<file path="config.mk">
export PLATFORM = sky130hd
export DESIGN_NAME = isbn_normalizer
export DESIGN_NICKNAME = d
export VERILOG_FILES = /design/src/rtl/core/isbnn_pkg.sv /design/src/rtl/core/isbnn_front.sv /design/src/rtl/core/isbnn_queue.sv /design/src/rtl/core/isbnn_back.sv /design/src/rtl/core/isbn_normalizer.sv
export SDC_FILE = /design/constraint.sdc
export NUM_CORES = 1
export LEC_CHECK = 0
export ABC_CLOCK_PERIOD_IN_PS = 15520
export BUFFER_PORTS_ARGS = -buffer_cell sky130_fd_sc_hd__buf_2
export CORE_MARGIN = 2
export CORE_UTILIZATION = 53
export DETAILED_ROUTE_END_ITERATION = 12
export GPL_ROUTABILITY_DRIVEN = 0
export HOLD_SLACK_MARGIN = 0.03
export PLACE_DENSITY = 0.71
export SLEW_MARGIN = 20
export SYNTH_ARGS = -nofsm -noshare
export SYNTH_HDL_FRONTEND = slang
export SYNTH_SLANG_ARGS = --single-unit
</file>
<file path="constraint.sdc">
create_clock -name clk -period 15.52 [get_ports clk]
set_clock_uncertainty 0.15 [all_clocks]
set_input_delay 0 -clock clk [delete_from_list [all_inputs] [get_ports clk]]
set_output_delay 0 -clock clk [all_outputs]
set_load 0.05 [all_outputs]
</file>
<file path="src/rtl/core/isbnn_pkg.sv">
// ----------------------------------------------------------------------------
// isbnn_pkg
// Shared types, codes and small arithmetic helpers of the ISBN normalizer.
// ----------------------------------------------------------------------------
`default_nettype none

package isbnn_pkg;

	// Depth of the token queue between the byte classifier and the checker.
	localparam int QUEUE_DEPTH = 4;

	// Result status codes.
	localparam logic [1:0] ST_ISBN13    = 2'd0;
	localparam logic [1:0] ST_ISBN10    = 2'd1;
	localparam logic [1:0] ST_BAD_COUNT = 2'd2;
	localparam logic [1:0] ST_BAD_CHECK = 2'd3;

	// Symbol value used for the X check character.
	localparam logic [3:0] X_VALUE      = 4'd10;
	localparam int         STORE_DEPTH  = 13;
	localparam logic [3:0] COUNT_MAX    = 4'd14;

	// One classified byte: an optional replayed digit one, an optional symbol
	// and the end-of-string mark.
	typedef struct packed {
		logic       rep_one;
		logic       sym_valid;
		logic [3:0] sym;
		logic       last;
	} tok_t;

	// Running checker state. t11/s11 are the ISBN-10 prefix sum and sum of
	// prefix sums mod 11, s10 the ISBN-13 weighted sum mod 10, c10 the
	// ISBN-13 sum of a 978-prefixed ISBN-10 mod 10.
	typedef struct packed {
		logic [3:0] cnt;
		logic [3:0] t11;
		logic [3:0] s11;
		logic [3:0] s10;
		logic [3:0] c10;
		logic       x_early;
		logic       x_any;
	} acc_t;

	// 9*1 + 7*3 + 8*1 = 38, kept mod 10.
	localparam acc_t ACC_CLEAR = '{
		cnt: 4'd0, t11: 4'd0, s11: 4'd0, s10: 4'd0, c10: 4'd8,
		x_early: 1'b0, x_any: 1'b0
	};

	// Reduce a value below 22 mod 11.
	function automatic logic [3:0] red11(input logic [4:0] x);
		logic [4:0] r;
		begin
			r = (x >= 5'd11) ? (x - 5'd11) : x;
			red11 = r[3:0];
		end
	endfunction

	// Reduce a value below 40 mod 10.
	function automatic logic [3:0] red10(input logic [5:0] x);
		logic [5:0] r;
		begin
			if (x >= 6'd30) begin
				r = x - 6'd30;
			end else if (x >= 6'd20) begin
				r = x - 6'd20;
			end else if (x >= 6'd10) begin
				r = x - 6'd10;
			end else begin
				r = x;
			end
			red10 = r[3:0];
		end
	endfunction

	// Check digit that brings a sum mod 10 to zero.
	function automatic logic [3:0] check10(input logic [3:0] s);
		begin
			check10 = (s == 4'd0) ? 4'd0 : (4'd10 - s);
		end
	endfunction

	// Fold one symbol into the running checker state.
	function automatic acc_t add_sym(input acc_t a, input logic [3:0] v);
		acc_t       r;
		logic [3:0] t;
		logic [3:0] v10;
		logic [5:0] w13;
		logic [5:0] wc;
		begin
			r   = a;
			v10 = (v == X_VALUE) ? 4'd0 : v;
			if (a.cnt < 4'd13 && v == X_VALUE) begin
				if (a.cnt < 4'd9) begin
					r.x_early = 1'b1;
				end
				r.x_any = 1'b1;
			end
			if (a.cnt < 4'd10) begin
				t     = red11({1'b0, a.t11} + {1'b0, v});
				r.t11 = t;
				r.s11 = red11({1'b0, a.s11} + {1'b0, t});
			end
			if (a.cnt < 4'd12 && v < 4'd10) begin
				w13   = a.cnt[0] ? ({2'b00, v} + {1'b0, v, 1'b0}) : {2'b00, v};
				r.s10 = red10({2'b00, a.s10} + w13);
			end
			if (a.cnt < 4'd9) begin
				wc    = a.cnt[0] ? {2'b00, v10} : ({2'b00, v10} + {1'b0, v10, 1'b0});
				r.c10 = red10({2'b00, a.c10} + wc);
			end
			if (a.cnt < COUNT_MAX) begin
				r.cnt = a.cnt + 4'd1;
			end
			add_sym = r;
		end
	endfunction

endpackage

`default_nettype wire

</file>
<file path="src/rtl/core/isbnn_front.sv">
// ----------------------------------------------------------------------------
// isbnn_front
// Byte classifier: trims blanks, strips the ISBN prefix and turns each byte
// into a token for the checker.
// ----------------------------------------------------------------------------
`default_nettype none

module isbnn_front (
	input  wire logic            clk,
	input  wire logic            arst_n,
	input  wire logic            byte_valid,
	output logic                 byte_stall,
	input  wire logic [7:0]      char_byte,
	input  wire logic            is_last,
	output logic                 tok_push,
	output isbnn_pkg::tok_t      tok,
	input  wire logic            queue_full
);

	localparam logic [3:0] PH_TRIM    = 4'd0;
	localparam logic [3:0] PH_I       = 4'd1;
	localparam logic [3:0] PH_S       = 4'd2;
	localparam logic [3:0] PH_B       = 4'd3;
	localparam logic [3:0] PH_AISBN   = 4'd4;
	localparam logic [3:0] PH_DASH    = 4'd5;
	localparam logic [3:0] PH_DASH1   = 4'd6;
	localparam logic [3:0] PH_ANUM    = 4'd7;
	localparam logic [3:0] PH_POST    = 4'd8;
	localparam logic [3:0] PH_COLLECT = 4'd9;
	localparam logic [3:0] PH_STOP    = 4'd10;

	logic [3:0] phase_q;
	logic [3:0] phase_n;
	logic [3:0] coll_phase;
	logic [7:0] lc;
	logic       is_digit;
	logic       is_x;
	logic       is_blank;
	logic       is_colon;
	logic       is_dash;
	logic       is_skip;
	logic       do_collect;
	logic       rep_one;
	logic       accept;

	assign byte_stall = queue_full;
	assign accept     = byte_valid && !queue_full;

	assign lc       = (char_byte >= 8'h41 && char_byte <= 8'h5A) ? (char_byte + 8'h20) : char_byte;
	assign is_digit = (char_byte >= 8'h30 && char_byte <= 8'h39);
	assign is_x     = (char_byte == 8'h78) || (char_byte == 8'h58);
	assign is_blank = (char_byte == 8'h20) || (char_byte == 8'h09);
	assign is_colon = (char_byte == 8'h3A);
	assign is_dash  = (char_byte == 8'h2D);
	assign is_skip  = is_dash || (char_byte == 8'h20);

	assign coll_phase = (is_digit || is_x || is_skip) ? PH_COLLECT : PH_STOP;

	always_comb begin
		phase_n    = phase_q;
		do_collect = 1'b0;
		rep_one    = 1'b0;
		unique case (phase_q)
			PH_TRIM: begin
				if (!is_blank) begin
					if (lc == 8'h69) begin
						phase_n = PH_I;
					end else begin
						do_collect = 1'b1;
					end
				end
			end
			PH_I:     phase_n = (lc == 8'h73) ? PH_S : PH_STOP;
			PH_S:     phase_n = (lc == 8'h62) ? PH_B : PH_STOP;
			PH_B:     phase_n = (lc == 8'h6E) ? PH_AISBN : PH_STOP;
			PH_AISBN: begin
				if (is_dash) begin
					phase_n = PH_DASH;
				end else if (is_colon || is_blank) begin
					phase_n = PH_POST;
				end else begin
					do_collect = 1'b1;
				end
			end
			PH_DASH: begin
				if (char_byte == 8'h31) begin
					phase_n = PH_DASH1;
				end else begin
					do_collect = 1'b1;
				end
			end
			PH_DASH1: begin
				if (char_byte == 8'h33 || char_byte == 8'h30) begin
					phase_n = PH_ANUM;
				end else begin
					rep_one    = 1'b1;
					do_collect = 1'b1;
				end
			end
			PH_ANUM: begin
				if (is_colon || is_blank) begin
					phase_n = PH_POST;
				end else begin
					do_collect = 1'b1;
				end
			end
			PH_POST: begin
				if (!is_blank) begin
					do_collect = 1'b1;
				end
			end
			PH_COLLECT: do_collect = 1'b1;
			default:    phase_n = PH_STOP;
		endcase
		if (do_collect) begin
			phase_n = coll_phase;
		end
		if (is_last) begin
			phase_n = PH_TRIM;
		end
	end

	always_comb begin
		tok.rep_one   = rep_one;
		tok.sym_valid = do_collect && (is_digit || is_x);
		tok.sym       = is_x ? isbnn_pkg::X_VALUE : char_byte[3:0];
		tok.last      = is_last;
	end

	// Skipped bytes carry nothing for the checker: drop them here.
	assign tok_push = accept && (tok.rep_one || tok.sym_valid || tok.last);

	always_ff @(posedge clk or negedge arst_n) begin
		if (!arst_n) begin
			phase_q <= PH_TRIM;
		end else if (accept) begin
			phase_q <= phase_n;
		end
	end

endmodule

`default_nettype wire

</file>
<file path="src/rtl/core/isbnn_queue.sv">
// ----------------------------------------------------------------------------
// isbnn_queue
// Small token queue between the classifier and the checker.
// ----------------------------------------------------------------------------
`default_nettype none

module isbnn_queue #(
	parameter int DEPTH = isbnn_pkg::QUEUE_DEPTH
) (
	input  wire logic            clk,
	input  wire logic            arst_n,
	input  wire logic            push,
	input  wire isbnn_pkg::tok_t push_tok,
	output logic                 full,
	input  wire logic            pop,
	output logic                 not_empty,
	output isbnn_pkg::tok_t      head
);

	localparam int AW = (DEPTH > 1) ? $clog2(DEPTH) : 1;
	localparam int CW = $clog2(DEPTH + 1);

	isbnn_pkg::tok_t entry_q [DEPTH];
	logic [AW-1:0]   wr_ptr_q;
	logic [AW-1:0]   rd_ptr_q;
	logic [CW-1:0]   count_q;
	logic            do_push;
	logic            do_pop;

	assign full      = (count_q == CW'(DEPTH));
	assign not_empty = (count_q != '0);
	assign head      = entry_q[rd_ptr_q];
	assign do_push   = push && !full;
	assign do_pop    = pop && not_empty;

	always_ff @(posedge clk) begin
		if (do_push) begin
			entry_q[wr_ptr_q] <= push_tok;
		end
	end

	always_ff @(posedge clk or negedge arst_n) begin
		if (!arst_n) begin
			wr_ptr_q <= '0;
			rd_ptr_q <= '0;
			count_q  <= '0;
		end else begin
			if (do_push) begin
				wr_ptr_q <= (wr_ptr_q == AW'(DEPTH - 1)) ? '0 : (wr_ptr_q + 1'b1);
			end
			if (do_pop) begin
				rd_ptr_q <= (rd_ptr_q == AW'(DEPTH - 1)) ? '0 : (rd_ptr_q + 1'b1);
			end
			if (do_push && !do_pop) begin
				count_q <= count_q + 1'b1;
			end else if (do_pop && !do_push) begin
				count_q <= count_q - 1'b1;
			end
		end
	end

endmodule

`default_nettype wire

</file>
<file path="src/rtl/core/isbnn_back.sv">
// ----------------------------------------------------------------------------
// isbnn_back
// Checker: stores digits, keeps running check sums and forms the result
// into the output register at the end of each string.
// ----------------------------------------------------------------------------
`default_nettype none

module isbnn_back (
	input  wire logic            clk,
	input  wire logic            arst_n,
	input  wire logic            tok_valid,
	input  wire isbnn_pkg::tok_t tok,
	output logic                 tok_pop,
	output logic                 result_valid,
	input  wire logic            result_stall,
	output logic [1:0]           status,
	output logic [51:0]          isbn13_bcd
);

	localparam int SD = isbnn_pkg::STORE_DEPTH;

	isbnn_pkg::acc_t acc_q;
	isbnn_pkg::acc_t acc_a;
	isbnn_pkg::acc_t acc_b;
	logic [3:0]      store_q [SD];
	logic [3:0]      store_n [SD];
	logic            out_free;
	logic [1:0]      fin_status;
	logic [51:0]     fin_bcd;
	logic [3:0]      chk10;
	logic [3:0]      chk13;

	assign out_free = !result_valid || !result_stall;
	assign tok_pop  = tok_valid && (!tok.last || out_free);

	// Apply the replayed one first, then the byte's own symbol.
	always_comb begin
		store_n = store_q;
		acc_a   = acc_q;
		if (tok.rep_one) begin
			acc_a = isbnn_pkg::add_sym(acc_q, 4'd1);
			if (acc_q.cnt < 4'(SD)) begin
				store_n[acc_q.cnt] = 4'd1;
			end
		end
		acc_b = acc_a;
		if (tok.sym_valid) begin
			acc_b = isbnn_pkg::add_sym(acc_a, tok.sym);
			if (acc_a.cnt < 4'(SD)) begin
				store_n[acc_a.cnt] = tok.sym;
			end
		end
	end

	assign chk10 = isbnn_pkg::check10(acc_b.c10);
	assign chk13 = isbnn_pkg::check10(acc_b.s10);

	always_comb begin
		fin_bcd    = '0;
		fin_status = isbnn_pkg::ST_BAD_COUNT;
		if (acc_b.cnt == 4'd10) begin
			if (acc_b.x_early || acc_b.s11 != 4'd0) begin
				fin_status = isbnn_pkg::ST_BAD_CHECK;
			end else begin
				fin_status = isbnn_pkg::ST_ISBN10;
				fin_bcd    = {4'd9, 4'd7, 4'd8,
					store_n[0], store_n[1], store_n[2], store_n[3], store_n[4],
					store_n[5], store_n[6], store_n[7], store_n[8], chk10};
			end
		end else if (acc_b.cnt == 4'd13) begin
			if (acc_b.x_any || chk13 != store_n[12]) begin
				fin_status = isbnn_pkg::ST_BAD_CHECK;
			end else begin
				fin_status = isbnn_pkg::ST_ISBN13;
				fin_bcd    = {store_n[0], store_n[1], store_n[2], store_n[3],
					store_n[4], store_n[5], store_n[6], store_n[7], store_n[8],
					store_n[9], store_n[10], store_n[11], store_n[12]};
			end
		end
	end

	always_ff @(posedge clk) begin
		if (tok_pop) begin
			store_q <= store_n;
		end
		if (tok_pop && tok.last) begin
			status     <= fin_status;
			isbn13_bcd <= fin_bcd;
		end
	end

	always_ff @(posedge clk or negedge arst_n) begin
		if (!arst_n) begin
			acc_q        <= isbnn_pkg::ACC_CLEAR;
			result_valid <= 1'b0;
		end else begin
			if (tok_pop) begin
				acc_q <= tok.last ? isbnn_pkg::ACC_CLEAR : acc_b;
			end
			if (tok_pop && tok.last) begin
				result_valid <= 1'b1;
			end else if (!result_stall) begin
				result_valid <= 1'b0;
			end
		end
	end

endmodule

`default_nettype wire

</file>
<file path="src/rtl/core/isbn_normalizer.sv">
// ----------------------------------------------------------------------------
// isbn_normalizer
// Streaming ISBN-10 / ISBN-13 validator that emits a status and the
// 13-digit BCD form once per string.
// ----------------------------------------------------------------------------
//
//  Channel  | Handshake                  | Payload
//  ---------+----------------------------+-------------------------------
//  byte in  | byte_valid / byte_stall    | char_byte[7:0], is_last
//  result   | result_valid / result_stall| status[1:0], isbn13_bcd[51:0]
//
//  One byte is taken per cycle while byte_stall is low; a result leaves after
//  its last byte has passed the queue, then the checker's output register.
//  The classifier feeds a small queue, so it keeps taking bytes while a
//  result waits downstream; only a full queue raises byte_stall.
//  Only the last byte of a string waits for a free output register.
//  Reset clears the classifier phase, queue pointers, check sums and the
//  output valid; the digit store needs no reset.
//
`default_nettype none

module isbn_normalizer #(
	parameter int QUEUE_DEPTH = isbnn_pkg::QUEUE_DEPTH
) (
	input  wire logic        clk,
	input  wire logic        arst_n,
	input  wire logic        byte_valid,
	output logic             byte_stall,
	input  wire logic [7:0]  char_byte,
	input  wire logic        is_last,
	output logic             result_valid,
	input  wire logic        result_stall,
	output logic [1:0]       status,
	output logic [51:0]      isbn13_bcd
);

	// Classified tokens between front and back.
	isbnn_pkg::tok_t push_tok;
	isbnn_pkg::tok_t head_tok;
	logic            push;
	logic            queue_full;
	logic            head_valid;
	logic            pop;

	// Front: trim blanks, strip the prefix, classify each byte.
	isbnn_front u_front (
		.clk        (clk),
		.arst_n     (arst_n),
		.byte_valid (byte_valid),
		.byte_stall (byte_stall),
		.char_byte  (char_byte),
		.is_last    (is_last),
		.tok_push   (push),
		.tok        (push_tok),
		.queue_full (queue_full)
	);

	// Hold tokens while the checker waits on its output.
	isbnn_queue #(
		.DEPTH (QUEUE_DEPTH)
	) u_queue (
		.clk       (clk),
		.arst_n    (arst_n),
		.push      (push),
		.push_tok  (push_tok),
		.full      (queue_full),
		.pop       (pop),
		.not_empty (head_valid),
		.head      (head_tok)
	);

	// Back: accumulate digits and check sums, form one result per string.
	isbnn_back u_back (
		.clk          (clk),
		.arst_n       (arst_n),
		.tok_valid    (head_valid),
		.tok          (head_tok),
		.tok_pop      (pop),
		.result_valid (result_valid),
		.result_stall (result_stall),
		.status       (status),
		.isbn13_bcd   (isbn13_bcd)
	);

endmodule

`default_nettype wire

</file>
==> metrics <==
total grt overflow 0; commonest non-fill, non-tap cell in the layout edfxtp_1; Setup CP Type reg2reg; RSZ-0062 raised after global routing no; core area between 20000 and 25000 sq um; share of layout cells above drive strength 1 11.7%; Initial Util 54.2%; Final min period 8350 ps; Die Width 151 um; RR Endpoint u_back.isbn13_bcd[5]$_DFFE_PP_; # Post-CTS Setup Buffers 0; routed len/inst 18.7 um; DR DRC count 0; Row Count 53; largest net degree at the start of global routing 67; post-DP HPWL 20.1 mm; status finished, final reports clean; Top FF cell, synth edfxtp_1; Fmax 0.120 GHz; slowest CP cell a2111oi_1; Final Max Tran Viols 0; fill count 1800; GRT Total Usage between 20% and 30%; final setup TNS 0 ps; root buf cell clkbuf_16; Worst-path clk slew 70 ps; post-route ant nets 0; Syn-to-layout area delta 10.6%; worst min-delay path class in2async; Post-Synthesis Cells 1180; via count 9352; clk sinks 168; io pins 69; I/O Buffers 68; Final nets ~1300; first-pass GRT wire length 45.1 mm; GR Util met1 35.2%; Critical Path End Type register; MaxCap Viol Count 0; clk buf depth 2; worst skew pair latency approximately 430 ps; met3 GRT Util under 10%; die area approximately 23000 sq um; pre-CTS WS 7370 ps; family with the most delay on the worst path compound AO/OA/AOI/OAI gates; H-tree depth 4; sequential share of the synthesized area 42.6%; Mean Syn Cell Area 9.69 sq um; final hold vios 0; CP max stage delay 700 ps; Die H 151 um; Synth cell types 81; FF-to-FF path depth 28; Hold Slack 46.1 ps; DRT Pass-1 Iters 9; Post-Syn Nets around 1300; number of DRC markers in iteration 0 806; total wire length 28.6 mm; number of synthesized flops with an enable pin 134; Async S/R FF share, synth 20.2%; Worst Path Buf+Inv 2; Seq cells post-synth about 170; Antenna Diode Count 0; warnings from Yosys 0; Crit path top cell by count ha_1; Worst Path Required 15510 ps; most used routing layer met2; # resized after CTS 0; final period utilization 53.8%; initial antenna violation count 1; vias in the first global route between 8000 and 9000; Vias/cell approximately 6.1; Slew HR 40.9%; Num CTS Buffers 17; synthesized cell area 11400 sq um; final setup vio count 0; r2r setup slk a little over 7000 ps; TritonCTS clock tree done; critical path data arrival time 8340 ps; worst setup margin 7170 ps; Tightest Pin Transition 886 ps; crit start category register; worst r2r src u_back.acc_q[18]$_DFFE_PN0P_; CP Max Fanout 54; most frequent cells in the layout 134 x edfxtp_1, 129 x nand2_1, 101 x inv_1; GR Util met2 40.7%
[cell usage after synthesis (4+ instances only)]
| master | number | area share, % |
|---|---|---|
| a211o_1 | 4 | 0.31 |
| a211oi_1 | 7 | 0.46 |
| a21o_1 | 18 | 1.2 |
| a21oi_1 | 62 | 2.7 |
| a22o_1 | 6 | 0.46 |
| a31oi_1 | 42 | 2.3 |
| a32oi_1 | 4 | 0.31 |
| and2_1 | 13 | 0.71 |
| and3_1 | 4 | 0.22 |
| buf_2 | 6 | 0.26 |
| clkbuf_1 | 35 | 1.1 |
| dfrtp_1 | 33 | 7.2 |
| edfxtp_1 | 134 | 35 |
| fa_1 | 10 | 1.8 |
| ha_1 | 78 | 8.5 |
| inv_1 | 103 | 3.4 |
| mux2_2 | 14 | 1.4 |
| mux2i_1 | 27 | 2.4 |
| mux4_2 | 4 | 0.79 |
| nand2_1 | 129 | 4.2 |
| nand2b_1 | 11 | 0.60 |
| nand3_1 | 31 | 1.4 |
| nand3b_1 | 12 | 0.79 |
| nor2_1 | 86 | 2.8 |
| nor2b_1 | 8 | 0.44 |
| nor3_1 | 23 | 1.0 |
| nor3b_1 | 8 | 0.53 |
| nor4_1 | 6 | 0.33 |
| nor4b_1 | 4 | 0.31 |
| o211a_1 | 4 | 0.35 |
| o21ai_0 | 62 | 2.7 |
| o21ai_1 | 4 | 0.18 |
| o21bai_1 | 6 | 0.39 |
| o22ai_1 | 22 | 1.2 |
| o31ai_1 | 9 | 0.59 |
| o32ai_1 | 28 | 2.1 |
| or2_2 | 4 | 0.22 |
| or3_1 | 7 | 0.38 |
| xnor2_1 | 34 | 2.6 |
| xor2_1 | 13 | 1.0 |
[state kept, by name, indices dropped and copies added, names as in the netlist]
| name | cells |
|---|---|
| u_back.acc_q | 22 |
| u_queue.count_q | 3 |
| u_back.result_valid | 1 |
| u_back.store_q | 52 |
| u_queue.wr_ptr_q | 2 |
| u_queue.rd_ptr_q | 2 |
| u_back.isbn13_bcd | 52 |
| u_back.status | 2 |
| u_front.phase_q | 4 |
| u_queue.entry_q | 28 |
[how the worst max path moves through the flow]
| stage | start | end | cells past startpoint |
|---|---|---|---|
| 2_1_floorplan | u_queue.rd_ptr_q[0]$_DFFE_PN0P_ | u_back.isbn13_bcd[4]$_DFFE_PP_ | 30 |
| 3_3_place_gp | u_back.acc_q[18]$_DFFE_PN0P_ | u_back.isbn13_bcd[13]$_DFFE_PP_ | 28 |
| 3_5_place_dp | u_back.acc_q[18]$_DFFE_PN0P_ | u_back.isbn13_bcd[22]$_DFFE_PP_ | 28 |
| 4_1_cts | u_back.acc_q[18]$_DFFE_PN0P_ | u_back.isbn13_bcd[5]$_DFFE_PP_ | 28 |
| 5_1_grt | u_back.acc_q[18]$_DFFE_PN0P_ | u_back.isbn13_bcd[5]$_DFFE_PP_ | 27 |
| 6_report | u_back.acc_q[18]$_DFFE_PN0P_ | u_back.isbn13_bcd[5]$_DFFE_PP_ | 28 |
[final cells by class]
class                   instances  area [sq um]  area share, %
inverters                     104           390           3.09
clock inverters                15           143           1.13
flip-flops and latches        168          4880           38.5
multi-input cells             860          5950           47.1
well taps                     275           344           2.72
clock buffers                  17           425           3.36
repair buffers                 88           518           4.09
[metal layers]
layer	routed length, um	up-vias
li1	-	4463
met5	13	-
met4	625	2
met2	13700	309
met3	1610	54
met1	12600	4524
[logic make-up (layout without fill, tap and decap cells)]
family	count (synthesis)	in the layout	synth area share, %
and+or+nand+nor	359	359	15.0
AOI/OAI and AO/OA	320	320	18.5
DFF	168	168	42.6
buffers and inverters	152	224	5.32
adders and majority gates	88	88	10.3
xor gates and xnor gates	48	48	3.74
muxes	45	45	4.53
[stage by stage]
| stage | area (sq um) | util [%] | std cells |
|---|---|---|---|
| finish | 12700 | 60.0 | 1527 |
| global route | 12700 | 60.0 | 1527 |
| CTS | 12700 | 60.0 | 1527 |
| detailed placement | 12000 | 56.8 | 1484 |
| global placement | 12000 | 56.8 | 1484 |
| floorplan | 11400 | - | 1180 |
[what timing repair did]
action / in CTS / in global routing
endpoints found under the hold margin: 59 / 0
hold buffers: 11 / 0
setup endpoints to repair: 0 / 0
Power is not shown: default switching activity piles up to over one toggle a cycle in this logic, so the estimate is an artifact.
